`src/hdl/tsfla_pkg.sv`:
```
`timescale 1ns / 1ps
// ----------------------------------------------------------------------------
// tsfla_pkg
// Shared constants, types and codes of the tiered slice free-list allocator.
// ----------------------------------------------------------------------------
package tsfla_pkg;

  localparam int TierN      = 4;
  localparam int TierW      = 2;
  localparam int SlotN      = 1024;
  localparam int SlotW      = 10;
  localparam int IdxW       = TierW + SlotW;
  localparam int CntW       = 11;
  localparam int CapW       = 16;
  localparam int ReqW       = 32;
  localparam int ChainLimit = 64;
  localparam int ChainW     = 7;
  localparam int SeqAW      = 6;
  localparam int CfgN       = 8;
  localparam int CfgAW      = 3;

  typedef logic [TierN-1:0][CapW-1:0]  cap_vec_t;
  typedef logic [TierN-1:0][CntW-1:0]  cnt_vec_t;
  typedef logic [TierN-1:0][SlotW-1:0] slot_vec_t;

  typedef enum logic [1:0] {
    CMD_FORMAT  = 2'd0,
    CMD_ALLOC   = 2'd1,
    CMD_RECYCLE = 2'd2,
    CMD_CHAIN   = 2'd3
  } cmd_e;

  typedef enum logic [1:0] {
    ST_OK      = 2'd0,
    ST_NO_BUF  = 2'd1,
    ST_BAD_HDL = 2'd2,
    ST_IDLE_SL = 2'd3
  } status_e;

  typedef enum logic [3:0] {
    S_CLEAR,
    S_IDLE,
    S_POP_RD,
    S_POP,
    S_SEQ_RD,
    S_SEQ_GET,
    S_REC_RD,
    S_REC,
    S_PLAN
  } state_e;

  typedef struct packed {
    logic             hit;
    logic [TierW-1:0] tier;
  } pick_t;

endpackage

```
`src/hdl/tsfla_pick.sv`:
```
`timescale 1ns / 1ps
// ----------------------------------------------------------------------------
// tsfla_pick
// Shared tier picker: first tier in index order that is present, fits the
// size and holds more than one free slice.
// ----------------------------------------------------------------------------
module tsfla_pick (
  input  logic [tsfla_pkg::ReqW-1:0] size_i,
  input  tsfla_pkg::cap_vec_t        cap_i,
  input  tsfla_pkg::cnt_vec_t        cnt_i,
  input  tsfla_pkg::cnt_vec_t        free_i,
  output tsfla_pkg::pick_t           pick_o
);

  always_comb begin
    pick_o = '0;
    for (int t = tsfla_pkg::TierN - 1; t >= 0; t--) begin
      if (size_i != '0 && cap_i[t] != '0 && cnt_i[t] != '0 &&
          size_i <= {{(tsfla_pkg::ReqW - tsfla_pkg::CapW){1'b0}}, cap_i[t]} &&
          free_i[t] > tsfla_pkg::CntW'(1)) begin
        pick_o.hit  = 1'b1;
        pick_o.tier = tsfla_pkg::TierW'(t);
      end
    end
  end

endmodule

```
`config.mk`:
```
export PLATFORM = sky130hd
export DESIGN_NAME = tsfla_pick
export DESIGN_NICKNAME = d
export VERILOG_FILES = /design/src/hdl/tsfla_pkg.sv /design/src/hdl/tsfla_pick.sv
export SDC_FILE = /design/constraint.sdc
export NUM_CORES = 1
export LEC_CHECK = 0
export BUFFER_PORTS_ARGS = -buffer_cell sky130_fd_sc_hd__buf_2
export CAP_MARGIN = 40
export CORE_MARGIN = 4
export CORE_UTILIZATION = 25
export DETAILED_ROUTE_END_ITERATION = 8
export GPL_ROUTABILITY_DRIVEN = 0
export PLACE_DENSITY_LB_ADDON = 0.05
export SLEW_MARGIN = 25
export SYNTH_ARGS = -nofsm -noshare
export SYNTH_HDL_FRONTEND = slang
export SYNTH_SLANG_ARGS = --single-unit
```
`constraint.sdc`:
```
create_clock -name vclk -period 1.67
set_input_delay 0.167 -clock vclk [all_inputs]
set_output_delay 0.167 -clock vclk [all_outputs]
set_load 0.05 [all_outputs]
```
== Word level (Yosys, flattened, before mapping) ==
Index checks and enable logic that the tools add are counted.
Storage, ports and cells
  bits in registers: 0
  word-level logic and storage cells: 37
  input port bits: 184
Operators by class
  reductions and logical operators: 25
  mux-type cells: 4
  magnitude comparators: 8
Operators by type and width (count)
  $le 32x16->1: 4
  $reduce_bool 16->1: 4
  $gt 11x1->1 const B: 4
  $reduce_bool 11->1: 4
  $reduce_bool 32->1: 1
  $logic_and 1x1->1: 16
  $mux 3: 4

== Logic depth before layout (Yosys ltp) ==
  depth after elaboration: 9
  gate-level depth with buffers: 9

== Worst setup path before layout ==
OpenSTA, ideal clock, no wires.
  kind: in2out
  start point: input cap_i[13] (netlist bit)
  end point: output pick_o[1] (netlist bit)
  data arrival time: 2.133 ns
  stages: 8
  path slack: -0.630 ns
  path through: inv_1 > ha_1 > nand4_1 > or2_0 > or2_2 > o221ai_1 > nand2_1 > a21oi_1
RTL lines
  from (decl): RTL line tsfla_pick.sv:9  | input tsfla_pkg::cap_vec_t cap_i,
  to (decl): RTL line tsfla_pick.sv:12  | output tsfla_pkg::pick_t pick_o

==> run_results.csv <==
group,metric,value,unit
grt,grt_pass1_vias,3100,
timing,slew_violations,0,
placed_design,dp_cells,619,
timing,finalHoldViolations,0,
yosys,netlist_area,2037,um2
yosys,ys_types,24,
cells_and_area,regArea,0,um2
yosys,synth_compound_gate_area_share,21.44,%
critical_path,critPathCaptureType,"output port",
power_and_ir_drop,ir_drop,0.0001313,V
critical_path,path_max_fanout,4,
power_and_ir_drop,p_sw_share,45.39,%
floorplanning,initial_core_util,26.09,%
grt,antenna_found_initial,0,
route,ant_nets,0,
hold_path,hold_class,"input pin to output port",
job,cap_viol_max_count,0,
power_and_ir_drop,clock_power_share,0,%
yosys,synth_warnings,0,
placed_design,numPortBuffers,183,
floorplanning,rows,32,
route,routedWlPerCell,14.67,um
cells_and_area,area_growth_syn_to_layout,116.0,%
timing,rsz0062_at_grt,"true",
cells_and_area,fin_nets,769,
grt,grt_pass1_wl,13860,um
cells_and_area,stdcell_count,621,
route,viasPerCell,4.881,
route,drtIter0Drc,44,
yosys,synth.top_cell.area_share,39.31,%
route,dr.pass1.iters,4,
yosys,synth_simple_gate_area_share,28.01,%
power_and_ir_drop,combinationalPowerShare,100.0,%
cells_and_area,diodes,0,
critical_path,crit_type,"input pin to output port",
timing,finalWorstSetupSlack,-380.2,ps
timing,fin_crit_sh,122.8,%
cells_and_area,fillers,738,
timing,slew_headroom,73.61,%
route,drc,0,
yosys,netlist_top_cells_area,"ha_1, nor4_1, inv_1",
power_and_ir_drop,leakage,2.191,nW
timing,setup_viol,3,
yosys,yosys.cell_count.top_type,"ha_1",
route,routed_wl,9109,um
yosys,mappedNetlistNets,529,
hold_path,worstHoldStart,"free_i[13]",
floorplanning,core,7807,um2
critical_path,arrival,1880,ps
run_status,violations,"negative setup slack",
power_and_ir_drop,p_per_area,207.1,nW/um2
placed_design,hpwlAfterDp,7898,um
power_and_ir_drop,pwr-share-seq,0,%
power_and_ir_drop,power_switching,0.4136,mW
timing,fmax,487.8,MHz
timing,tightest_slew,390.7,ps
floorplanning,die_h,98.27,um
critical_path,worstSetupStartpointType,"input pin",
cells_and_area,n_sequential_cell,0,
floorplanning,die_w,98.27,um
run_status,outcome,"finished, violations left",
cells_and_area,clkbuf_count,0,
yosys,synth_top_family_by_area,"adder cells",
hold_path,holdPathStages,6,
yosys,synth_xor_area_share,0,%
hold_path,min_to,"pick_o[0]",
yosys,synth_largest_area_cell,"ha_1",
floorplanning,io_pins,187,
grt,grt_overflow,0,
grt,grtUsageTotal,16.99,%
yosys,synthMuxAreaShare,0,%
power_and_ir_drop,power,0.9113,mW
yosys,syn_area_per_cell,7.249,um2
yosys,synthTopCellsByCount,"ha_1, inv_1, nor4_1",
yosys,ys_seq_area_share,0,%
clocking,cts_hold_buffers,0,
grt,grt_max_degree,6,
yosys,synth_fa_ha_area_share,39.31,%
timing,min_period,2050,ps
power_and_ir_drop,internal-power,0.4977,mW
yosys,synth_cells,281,
route,vias,3031,
timing,hold_ws,960.1,ps
cells_and_area,drive_gt1_share,62.62,%
critical_path,cp_data_required_time,1500,ps
floorplanning,dieArea,9656,um2
stage by stage:
stage | util [%] | setup slack [ps] | setup TNS [ps] | cell area [um2]
after floorplan | - | -288.8 | -680.0 | 2206
after global placement | 47.26 | -616.0 | -1772 | 3690
after detailed placement | 47.26 | -610.5 | -1679 | 3690
after CTS | 50.10 | -451.6 | -1337 | 3911
after global routing | 56.36 | -471.9 | -1397 | 4400
final | 56.36 | -380.2 | -1112 | 4400
routing by layer:
layer | GRT usage, % | vias up | wire length, um
met5 | 0 | - | 0
met4 | 0.4202 | 0 | 21
met3 | 1.357 | 2 | 440
met2 | 31.05 | 85 | 4594
met1 | 22.99 | 1371 | 4051
li1 | - | 1573 | -
worst max-delay path, stage by stage:
cell,delay [ps]
buf_2,110
nor4_2,250
nand4_1,170
a41o_4,330
a311oi_4,240
o221ai_2,150
nand2b_4,170
a21boi_4,130
buf_6,170
placed cells by master, fill, tap and decap left out, types with 4 or more instances in the layout:
cell type  netlist  layout
buf_2            0     156
buf_4            0      59
inv_1           61      45
ha_4             0      36
nor4_1          43      35
ha_1            64      28
nand4_1         22      22
a21oi_1         21      18
buf_6            0      18
a21o_1          12      12
inv_2            0      11
nand3_1          8       8
nand2_1          9       8
a211oi_2         0       7
inv_4            0       4
nor4_2           0       4
nor2b_1          4       4
o211ai_1         4       4
nor2_1           4       4
nor4_4           0       4
timing repair:
action / CTS / global route
buffers inserted: 0 / 2
cloned: 0 / 0
gates resized for setup: 32 / 81
endpoints found under the setup margin: 3 / 3
pin swaps: 10 / 32
layout make-up:
cell class                 instances  area (um2)  share of cell area, %
timing repair buffer             238        1501                  34.12
multi-input combinational        220        2525                  57.38
tap                              102       127.6                  2.900
inverter                          61       246.5                  5.601
worst max-delay path by stage:
| stage | from | endpoint | slack [ps] | depth (start not counted) |
|---|---|---|---|---|
| 2_1_floorplan | cap_i[45] | pick_o[2] | -290 | 6 |
| 3_3_place_gp | size_i[21] | pick_o[0] | -620 | 9 |
| 3_5_place_dp | size_i[24] | pick_o[0] | -610 | 9 |
| 4_1_cts | size_i[18] | pick_o[2] | -450 | 9 |
| 5_1_grt | size_i[6] | pick_o[2] | -470 | 8 |
| 6_report | size_i[26] | pick_o[0] | -380 | 9 |
kinds of logic (layout without fill, tap and decap cells):
kind of cell,after synthesis,after routing
simple gates,97,97
buf+inv,61,299
fa+ha+maj,64,64
compound gates,59,59
power by group through the flow:
stage	Clock (mW)	Combinational [mW]	Sequential, mW
after detailed placement	0	0.740	0
final	0	0.911	0
after floorplan	0	0.307	0
after global placement	0	0.728	0
after CTS	0	0.792	0
after global routing	0	1.02	0
No activity file was read; power rests on OpenSTA's default activity.
